## src/rtl/omni_drive_lease_arbiter_assert.svh

```systemverilog
// Assertion macros used by the arbiter's queue.
`ifndef OMNI_DRIVE_LEASE_ARBITER_ASSERT_SVH
`define OMNI_DRIVE_LEASE_ARBITER_ASSERT_SVH

// Flag a condition that must never be seen outside reset.
`define OLDA_NEVER(lbl, expr, msg) \
  lbl: assert property (@(posedge clk) disable iff (rst) !(expr)) else $error(msg);

// Flag a broken non-overlapping implication.
`define OLDA_NEXT(lbl, ante, cons, msg) \
  lbl: assert property (@(posedge clk) disable iff (rst) (ante) |=> (cons)) else $error(msg);

`endif

```

## src/rtl/olda_pkg.sv

```systemverilog
package olda_pkg;

  localparam int SOURCES   = 4;
  localparam int DUTY_MAX  = 1023;
  localparam int K_SQRT3_2 = 56756;
  localparam int PCT_MAX   = 100;
  localparam logic [6:0] PCT_RESET = 7'd40;

  // Action codes
  localparam logic [1:0] ACT_REQUEST = 2'd0;
  localparam logic [1:0] ACT_STOP    = 2'd2;

  // Register indexes
  localparam logic REG_PERCENT = 1'b0;
  localparam logic REG_ENABLE  = 1'b1;

  // Datapath widths
  localparam int W_W  = 36;
  localparam int M_W  = 35;
  localparam int DH_W = 42;
  localparam int N_W  = 54;
  localparam int S_W  = 17;
  localparam int Q_W  = 11;

  typedef logic signed [15:0] vel_t;
  typedef logic [47:0] time_t;
  typedef logic signed [10:0] duty_t;

  typedef struct packed {
    vel_t rot_z;
    vel_t vel_y;
    vel_t vel_x;
  } slot_vel_t;

  typedef struct packed {
    slot_vel_t  vel;
    logic [2:0] winner;
  } entry_t;

  typedef enum logic {F_IDLE, F_EVAL} front_state_t;

  typedef enum logic [2:0] {
    B_IDLE, B_KIN, B_SUM, B_PEAK, B_MUL, B_DIV, B_OUT
  } back_state_t;

endpackage

```

## src/rtl/olda_queue.sv

```systemverilog
`include "omni_drive_lease_arbiter_assert.svh"

module olda_queue import olda_pkg::*; #(
  parameter int DEPTH = 2
) (
  input  logic   clk,
  input  logic   rst,
  input  logic   push,
  input  entry_t push_data,
  output logic   full,
  input  logic   pop,
  output entry_t pop_data,
  output logic   empty
);

  localparam int AW = (DEPTH > 1) ? $clog2(DEPTH) : 1;
  localparam int CW = $clog2(DEPTH + 1);

  entry_t          mem [DEPTH];
  logic [AW-1:0]   wr_ptr;
  logic [AW-1:0]   rd_ptr;
  logic [CW-1:0]   count;

  assign full     = (count == CW'(DEPTH));
  assign empty    = (count == '0);
  assign pop_data = mem[rd_ptr];

  // Store entries
  always_ff @(posedge clk) begin
    if (push) begin
      mem[wr_ptr] <= push_data;
    end
  end

  // Advance pointers and count
  always_ff @(posedge clk) begin
    if (rst) begin
      wr_ptr <= '0;
      rd_ptr <= '0;
      count  <= '0;
    end else begin
      if (push) begin
        wr_ptr <= (wr_ptr == AW'(DEPTH - 1)) ? '0 : wr_ptr + 1'b1;
      end
      if (pop) begin
        rd_ptr <= (rd_ptr == AW'(DEPTH - 1)) ? '0 : rd_ptr + 1'b1;
      end
      if (push && !pop) begin
        count <= count + 1'b1;
      end else if (pop && !push) begin
        count <= count - 1'b1;
      end
    end
  end

  `OLDA_NEVER(a_no_overflow, push && full, "push into full queue")
  `OLDA_NEVER(a_no_underflow, pop && empty, "pop from empty queue")
  `OLDA_NEXT(a_push_fills, push && !pop, !empty, "queue empty after push")

endmodule

```

## config.mk

```make
export PLATFORM = sky130hd
export DESIGN_NAME = olda_queue
export DESIGN_NICKNAME = d
export VERILOG_FILES = /design/src/rtl/olda_pkg.sv /design/src/rtl/olda_queue.sv
export VERILOG_INCLUDE_DIRS = /design/src /design/src/rtl
export SDC_FILE = /design/constraint.sdc
export NUM_CORES = 1
export LEC_CHECK = 0
export ABC_AREA = 1
export BUFFER_PORTS_ARGS = -buffer_cell sky130_fd_sc_hd__buf_2
export CORE_MARGIN = 8
export CORE_UTILIZATION = 45
export CTS_CLUSTER_SIZE = 10
export DETAILED_ROUTE_END_ITERATION = 6
export PLACE_DENSITY = 0.72
export SLEW_MARGIN = 25
export SYNTH_ARGS = -nofsm -noshare
export SYNTH_HDL_FRONTEND = slang
export SYNTH_SLANG_ARGS = --single-unit
```

## constraint.sdc

```tcl
create_clock -name clk -period 4.38 [get_ports clk]
set_clock_uncertainty 0.15 [all_clocks]
set_input_delay 0.438 -clock clk [delete_from_list [all_inputs] [get_ports clk]]
set_output_delay 0.438 -clock clk [all_outputs]
set_load 0.01 [all_outputs]
```

# ---- After elaboration in Yosys (flattened, before gate mapping)
# Memory sizes are Yosys's and may differ from the RTL's. A register that Yosys moved wholly into a read port is not among the register bits.
# Index checks and enable logic that the tools add are counted.
dict set report op_classes {
  addsub 4
  multipliers 0
  div_mod_pow 0
  magnitude_cmp 0
  eq_ne 1
  shifts 0
  mux 8
  n_bitwise 0
  reduce_logical 6
}
# operator n
set op_table {}
lappend op_table {{two-way mux 1 bit} 6}
lappend op_table {{two-way mux 2 bit} 2}
lappend op_table {{adder 1 bit (second input constant)} 2}
lappend op_table {{adder 2 x 1 -> 2 bit (second input constant)} 1}
lappend op_table {{equality test 2 bit (second input constant)} 1}
lappend op_table {{logical AND 1 bit} 2}
lappend op_table {{logical NOT 1 bit} 2}
lappend op_table {{logical NOT 2 bit} 1}
lappend op_table {{nonzero test 2 bit} 1}
lappend op_table {{subtractor 2 x 1 -> 2 bit (second input constant)} 1}
dict set report totals {
  reg_bits 4
  latchBits 0
  ramBits 102
  rom_bits 0
  in_bits 55
  out_inout_bits 53
  elab_cells 23
  n_memories 1
}
# memory words word_bits read_ports rd_clocked_by_memory_dff wr line
set memory_table {}
lappend memory_table {mem 2 51 1 1 1 olda_queue.sv:19} ;# entry_t mem [DEPTH];

# ---- Depth between registers and ports, before layout
# Gate-level depths: netlist of the first run.
dict set report logic_depth {
  depth_word 4
  mapped_depth 8
  mapped_depth_nobuf 8
}

# ---- Worst setup path before layout of the first run
# Ideal clock, no wire load.
dict set report synth_path {
  path_kind {input port to flip-flop}
  start {in push}
  end {mem mem[0][0] in the netlist's numbering (enable)}
  setup_time_ps 461
  arrival_ps 2620
  required_ps 3769
  slack_ps 1149
  cell_stages 2
  n_path_buf 0
  path_cell_list {inv_1 -> nor2_1}
}
dict set report synth_via {
  elab_chain_len 2
}
# item line
set synth_rtl {}
lappend synth_rtl {{start: declaration} olda_queue.sv:8} ;# input logic push,
lappend synth_rtl {{two-way mux 1 bit} olda_queue.sv:30} ;# if (push) begin
lappend synth_rtl {{two-way mux 1 bit (not written as such)} olda_queue.sv:31} ;# mem[wr_ptr] <= push_data;
lappend synth_rtl {{end: declaration} olda_queue.sv:19}
# Every way passes these cells.

==> impl_results.md, run 1 <==
- Run status: complete, no violations
- CP Capture Type: output pin
- Crit path max fanout: 51
- Post-CTS Setup Inserts: 0
- Syn Inst Count: 192
- Max-Slew Margin vs Limit: a little over a third
- Syn_nets: approximately 250
- Row count: 35
- Slew @ Worst Pin: ~0.96 ns
- Antenna-violating nets left: 0
- Net Switching: 0.459 mW
- Worst-path clk slew: 0.10 ns
- Drt drc: 0
- Final critical-path required period: ~2.5 ns
- Clk buf depth: 2
- Port-buffer cells: about 110
- Switch share: 22.5%
- Area of the mapped netlist: 0.00416 mm^2
- Max Clock Freq: 403 MHz
- Die height: about 110 um
- FF+latch count, synth: 107
- First-pass GRT wire length: between 10000 and 15000 um
- Net count, final: 361
- CTS tree: yes
- PD cells: 414 mW/mm^2
- Clk root buf: clkbuf_8
- Post-synthesis sequential area ratio: 76.0%
- Pin count of the biggest net entering global routing: 53
- Diodes inserted: 0
- Total of max-cap violations: 0
- HPWL Detailed: 4690 um
- Synth Area per Inst: 21.7 um^2
- DR iter-0 viols: 73
- Cts hold-fix bufs: 0
- Clock power share: 28.4%
- Worst path required time: 3.79 ns
- Layout cell share with drive strength beyond 1: between 50 and 60%
- WHS: 0.109 ns
- Crit Path Class: reg2out
- Die W: 112 um
- Int Pwr: 1.58 mW
- Vias in the first global route: 2242
- Part of the power in registers: about 60%
- Mean routed wirelength per cell: ~17 um
- GRT overflow: 0
- Placed Cells: 405
- TritonCTS Buffers: 9
- Slowest cell on the critical path: dfxtp_4
- RSZ-0062 raised after global routing: no
- Final Max Slew Viols: 0
- I/O Pins: 108
- Crit path DAT: between 1.5 and 2 ns
- Synth-to-Final Area Change: 18.7%
- Final worst path period share: a little under three fifths
- RePlAce Congestion: about 0.65
- Maximum VDD drop: 0.000242 V
- Leakage: just under 2 nW
- Comb pwr share: 11.9%
- YS warnings: 0
- Routed vias/inst: about 4.8
- Worst path cell trace: mux2_2 > buf_2
- DRT Pass-1 Iters: 6
- Setup violators final: 0
- Hold WC Path Type: in2reg
- Initial Util: 45.7%
- Total Wirelength: 6970 um
- Fin Setup TNS: 0 ns
- Post-cts resize count: 0
- Core area: a little over 0.009 mm^2
- H-Tree Depth: 3
- Peak per-stage delay on the critical path: 1.00 ns
- Initial antenna violation count: 0
- Die ar.: roughly 0.013 mm^2
- CTS sink cnt: between 100 and 150
- Via Count: 2004
- GRT Total Usage: between 10% and 20%
- Clock latency on the worst-skew pair: 0.35 ns
- Count of cell types in the netlist: 16
- Power Total: between 2 and 2.5 mW
- Startpoint Class: flip-flop
- Final std cells w/o fill: 421
- Fin. Hold Viols: 0
-- cell families (layout without fill, tap and decap cells) --
family | count (synthesis) | count (layout) | synth area share [%]
DFF | 107 | 107 | 76.0
adders and majority gates | 1 | 1 | 0.301
and+or+nand+nor | 15 | 15 | 1.47
AOI/OAI and AO/OA | 2 | 2 | 0.240
xor gates and xnor gates | 1 | 1 | 0.210
buffers and inverters | 15 | 133 | 3.49
muxes | 51 | 51 | 18.3
-- per-stage QoR --
step | setup WS [ns] | util [%] | cell area [um^2]
after floorplan | 1.15 | - | 4160
after global placement | 2.19 | 52.1 | 4740
after detailed placement | 2.15 | 52.1 | 4750
after CTS | 1.83 | 54.2 | 4940
after global routing | 1.77 | 54.2 | 4940
final | 1.90 | 54.2 | 4940
-- Yosys cell counts --
cell type / number / area (um^2)
a21oi_1: 1 / 5.00
buf_12: 5 / 100
buf_6: 1 / 11.3
dfxtp_1: 5 / 100
edfxtp_1: 102 / 3060
ha_1: 1 / 12.5
inv_1: 9 / 33.8
mux2_2: 1 / 11.3
mux2_4: 50 / 751
nand2_1: 5 / 18.8
nand3_1: 1 / 5.00
nand4_1: 1 / 6.26
nor2_1: 7 / 26.3
nor3_1: 1 / 5.00
o21ai_0: 1 / 5.00
xnor2_1: 1 / 8.76
-- layout by cell type (no fill, tap or decap), types with 2 or more instances in the layout --
master    instances
dfxtp_1           4
inv_1             8
edfxtp_1        102
clkinv_2          2
nor2_1            6
mux2_4           50
nand2_1           5
clkbuf_8          9
buf_2           107
-- flip-flops by register name, summed over array words and instances (netlist names), named ones only --
signal / cells
wr_ptr: 1
rd_ptr: 1
mem: 102
count: 2
-- layer usage --
metal	vias up	wire length [um]	track usage (%)
met4	0	123	5.40
met2	73	3470	19.0
met1	960	2840	12.3
li1	959	-	-
met3	12	542	4.19
met5	-	0	0
-- critical path: cells and delay by family (launching register included) --
family	cells	cell delay, ns
buf+inv	1	0.14
flops	1	1.00
mux	1	0.41
-- worst paths after layout --
| check | depth (start not counted) | slack [ns] | end | start |
|---|---|---|---|---|
| min reg2reg | 2 | 0.38 | rd_ptr | rd_ptr |
| max | 2 | 1.90 | pop_data[30] | flip-flop |
| max reg2reg | 2 | 2.45 | mem[0][17] | wr_ptr |
| min | 1 | 0.11 | mem[1][31] | push_data[31] |
-- power by group through the flow --
| stage | combinational, mW | sequential [mW] | clock [mW] |
|---|---|---|---|
| floorplan | 0.188 | 1.22 | 0 |
| global placement | 0.244 | 1.24 | 0 |
| detailed placement | 0.247 | 1.25 | 0 |
| CTS | 0.248 | 1.22 | 0.602 |
| global route | 0.264 | 1.23 | 0.640 |
| finish | 0.242 | 1.22 | 0.580 |
-- area by class of cell --
class                      count  area (um^2)
clock inverter                 6         65.1
multi-input combinational     70          862
clock buffer                  10          128
fill                         765         4170
inverter                       9         36.3
timing repair buffer         108          543
sequential                   107         3170
tap                          111          139
Power figures use the tool's default switching activity.
==> inputs of run 2 (changes only) <==
--- a/config.mk
+++ b/config.mk
@@ -12,7 +12,7 @@
 export CORE_UTILIZATION = 45
 export CTS_CLUSTER_SIZE = 10
 export DETAILED_ROUTE_END_ITERATION = 6
-export PLACE_DENSITY = 0.72
+export PLACE_DENSITY = 0.74
 export SLEW_MARGIN = 25
 export SYNTH_ARGS = -nofsm -noshare
 export SYNTH_HDL_FRONTEND = slang
==> constraint.sdc (replaced) <==
create_clock -name clk -period 2.24 [get_ports clk]
set_clock_uncertainty 0.15 [all_clocks]
set_input_delay 0.224 -clock clk [delete_from_list [all_inputs] [get_ports clk]]
set_output_delay 0.224 -clock clk [all_outputs]
set_load 0.01 [all_outputs]
==> run 2 against run 1 <==
Effect of this change:
- combinational power grew to 2.5 times the previous value
- clock-buffer cell count is 1 lower
- routed wire length is 9.9% higher
- first-iteration DRC count is 8.2% higher
- largest power group unchanged
- highest routed layer unchanged
==> impl_results.md, run 2 (synthesis results as in run 1) <==
- Clk root buf: clkbuf_8 (unchanged)
- Fin Setup TNS: 0 ns (unchanged)
- Initial Util: 45.7% (unchanged)
- Worst-path clk slew: 0.09 ns (was 0.10 ns)
- Crit Path Class: reg2out (unchanged)
- Synth-to-Final Area Change: 32.6% (was 18.7%)
- Net count, final: 417 (was 361)
- Critical R2R Capture: mem[1][19] (was mem[0][17])
- Mean routed wirelength per cell: 16.1 um (was 16.5 um)
- Hold EP: rd_ptr (was mem[1][31])
- Most frequent cells in the layout: 107 x buf_2, 102 x edfxtp_1, 52 x dlygate4sd3_1 (was 107 x buf_2, 102 x edfxtp_1, 50 x mux2_4)
- Routed vias/inst: 4.66 (was 4.76)
- Flip-flop count of the largest register after layout: 102 (unchanged)
- H-Tree Depth: 3 (unchanged)
- Leakage: 2.23 nW (was 1.99 nW)
- HPWL Detailed: 5040 um (was 4690 um)
- Pre-CTS setup slack: 0.678 ns (was 2.15 ns)
- Top Registers: mem: 102 flops, count: 2 flops (unchanged)
- Maximum VDD drop: 0.000432 V (was 0.000242 V)
- FF/Latch Area: 0.00317 mm^2 (unchanged)
- GRT Total Usage: 12.4% (was 11.2%)
- Peak per-stage delay on the critical path: 0.39 ns (was 1.00 ns)
- Startpoint Class: flip-flop (unchanged)
- Slowest cell on the critical path: dfxtp_4 (unchanged)
- Area after DPL: 0.00481 mm^2 (was 0.00475 mm^2)
- PD cells: 739 mW/mm^2 (was 414 mW/mm^2)
- Run status: complete, no violations (unchanged)
- TritonCTS Buffers: 9 (unchanged)
- Post-layout util: 60.6% (was 54.2%)
- Post-cts resize count: 0 (unchanged)
- Hold WC Path Type: in2reg (unchanged)
- Fill cell count: 685 (was 765)
- Antenna-violating nets left: 0 (unchanged)
- Max Clock Freq: 522 MHz
- DR iter-0 viols: 79 (was 73)
- First-pass GRT wire length: 12200 um (was 11000 um)
- Initial antenna violation count: 0 (unchanged)
- Worst R2R Setup Slack: 0.70 ns (was 2.45 ns)
- Pin count of the biggest net entering global routing: 52 (was 53)
- Cts hold-fix bufs: 52 (was 0)
- Clock latency on the worst-skew pair: 0.34 ns (was 0.35 ns)
- Setup violators final: 0 (unchanged)
- Port-buffer cells: 107 (unchanged)
- Row count: 35 (unchanged)
- Diodes inserted: 0 (unchanged)
- Clk buf depth: 2 (unchanged)
- CTS tree: yes (unchanged)
- CTS sink cnt: 107 (unchanged)
- Die W: 112 um (unchanged)
- Core area: 0.00911 mm^2 (unchanged)
- Worst r2r src: wr_ptr (unchanged)
- Worst r2r path cells: 3 (was 2)
- RSZ-0062 raised after global routing: no (unchanged)
- Final worst path period share: 85.5%
- Drt drc: 0 (unchanged)
- RePlAce Congestion: 0.721 (was 0.647)
- WHS Path Cells: 3 (was 1)
- Slew @ Worst Pin: 0.322 ns (was 0.956 ns)
- Hold path start: pop (was push_data[31])
- Total Wirelength: 7660 um (was 6970 um)
- Die ar.: 0.0126 mm^2 (unchanged)
- Multi-input logic area: 862 um^2 (unchanged)
- Vias in the first global route: 2557 (was 2242)
- Post-CTS Setup Inserts: 0 (unchanged)
- Register with the most flip-flops: mem (unchanged)
- Slack of the critical path: 0.325 ns (was 1.90 ns)
- Final critical-path required period: about 1.9 ns
- Crit path max fanout: 17 (was 51)
- DRT Pass-1 Iters: 5 (was 6)
- Die height: 112 um (unchanged)
- Crit path DAT: 1.54 ns (was 1.89 ns)
- Final Max Slew Viols: 0 (unchanged)
- Layout cell share with drive strength beyond 1: 49.5% (was 57.1%)
- GRT overflow: 0 (unchanged)
- Commonest non-fill, non-tap cell in the layout: buf_2 (unchanged)
- Post-route cell area: 0.00552 mm^2 (was 0.00494 mm^2)
- CP Capture Type: output pin (unchanged)
- Via Count: 2215 (was 2004)
- Fin. Hold Viols: 0 (unchanged)
- Max-Slew Margin vs Limit: 78.6% (was 36.3%)
- Worst path cell trace: buf_4 > mux2_4 > buf_2 (was mux2_2 > buf_2)
- I/O Pins: 108 (unchanged)
- Total of max-cap violations: 0 (unchanged)
- Worst path required time: 1.87 ns (was 3.79 ns)
run 2: through the flow:
step | hold slack (ns) | cells | power [mW]
detailed placement | 0.266 | 409 | 2.94
CTS | 0.00694 | 475 | 4.14
global route | 0.0463 | 475 | 4.23
finish | 0.0153 | 475 | 4.08
floorplan | 0.146 | 192 | 2.75
global placement | 0.261 | 409 | 2.92
run 2: report_power, final:
part           switching [mW]  internal [mW]
clock                   0.612          0.513
sequential             0.0324           2.31
combinational           0.272          0.340
total                   0.916           3.16
run 2: area by class of cell:
class	instances	share of cell area (%)
multi-input combinational	70	15.6
clock buffer	9	2.24
sequential	107	57.4
timing repair buffer	164	20.5
clock inverter	5	1.13
tap	111	2.52
inverter	9	0.612
run 2: worst max-delay path by stage:
stage,to,slack [ns],cells past startpoint
4_1_cts,pop_data[42],0.30,3
6_report,pop_data[42],0.32,3
5_1_grt,pop_data[37],0.26,3
3_5_place_dp,mem[1][17],0.68,3
2_1_floorplan,mem[0][0],0.01,1
3_3_place_gp,mem[1][15],0.70,3
run 2: metal layers:
layer / global-route usage, % / part of all wire [%] / up-vias
met3: 3.92 / 5.9 / 13
met2: 22.0 / 52 / 64
met5: 0 / 0 / -
met1: 13.3 / 40 / 1071
li1: - / - / 1067
met4: 5.49 / 1.8 / 0
run 2: critical path, delay by kind of cell (launching register included):
family	cells	cell delay [ns]
flops	1	0.39
mux	1	0.34
buf+inv	2	0.46
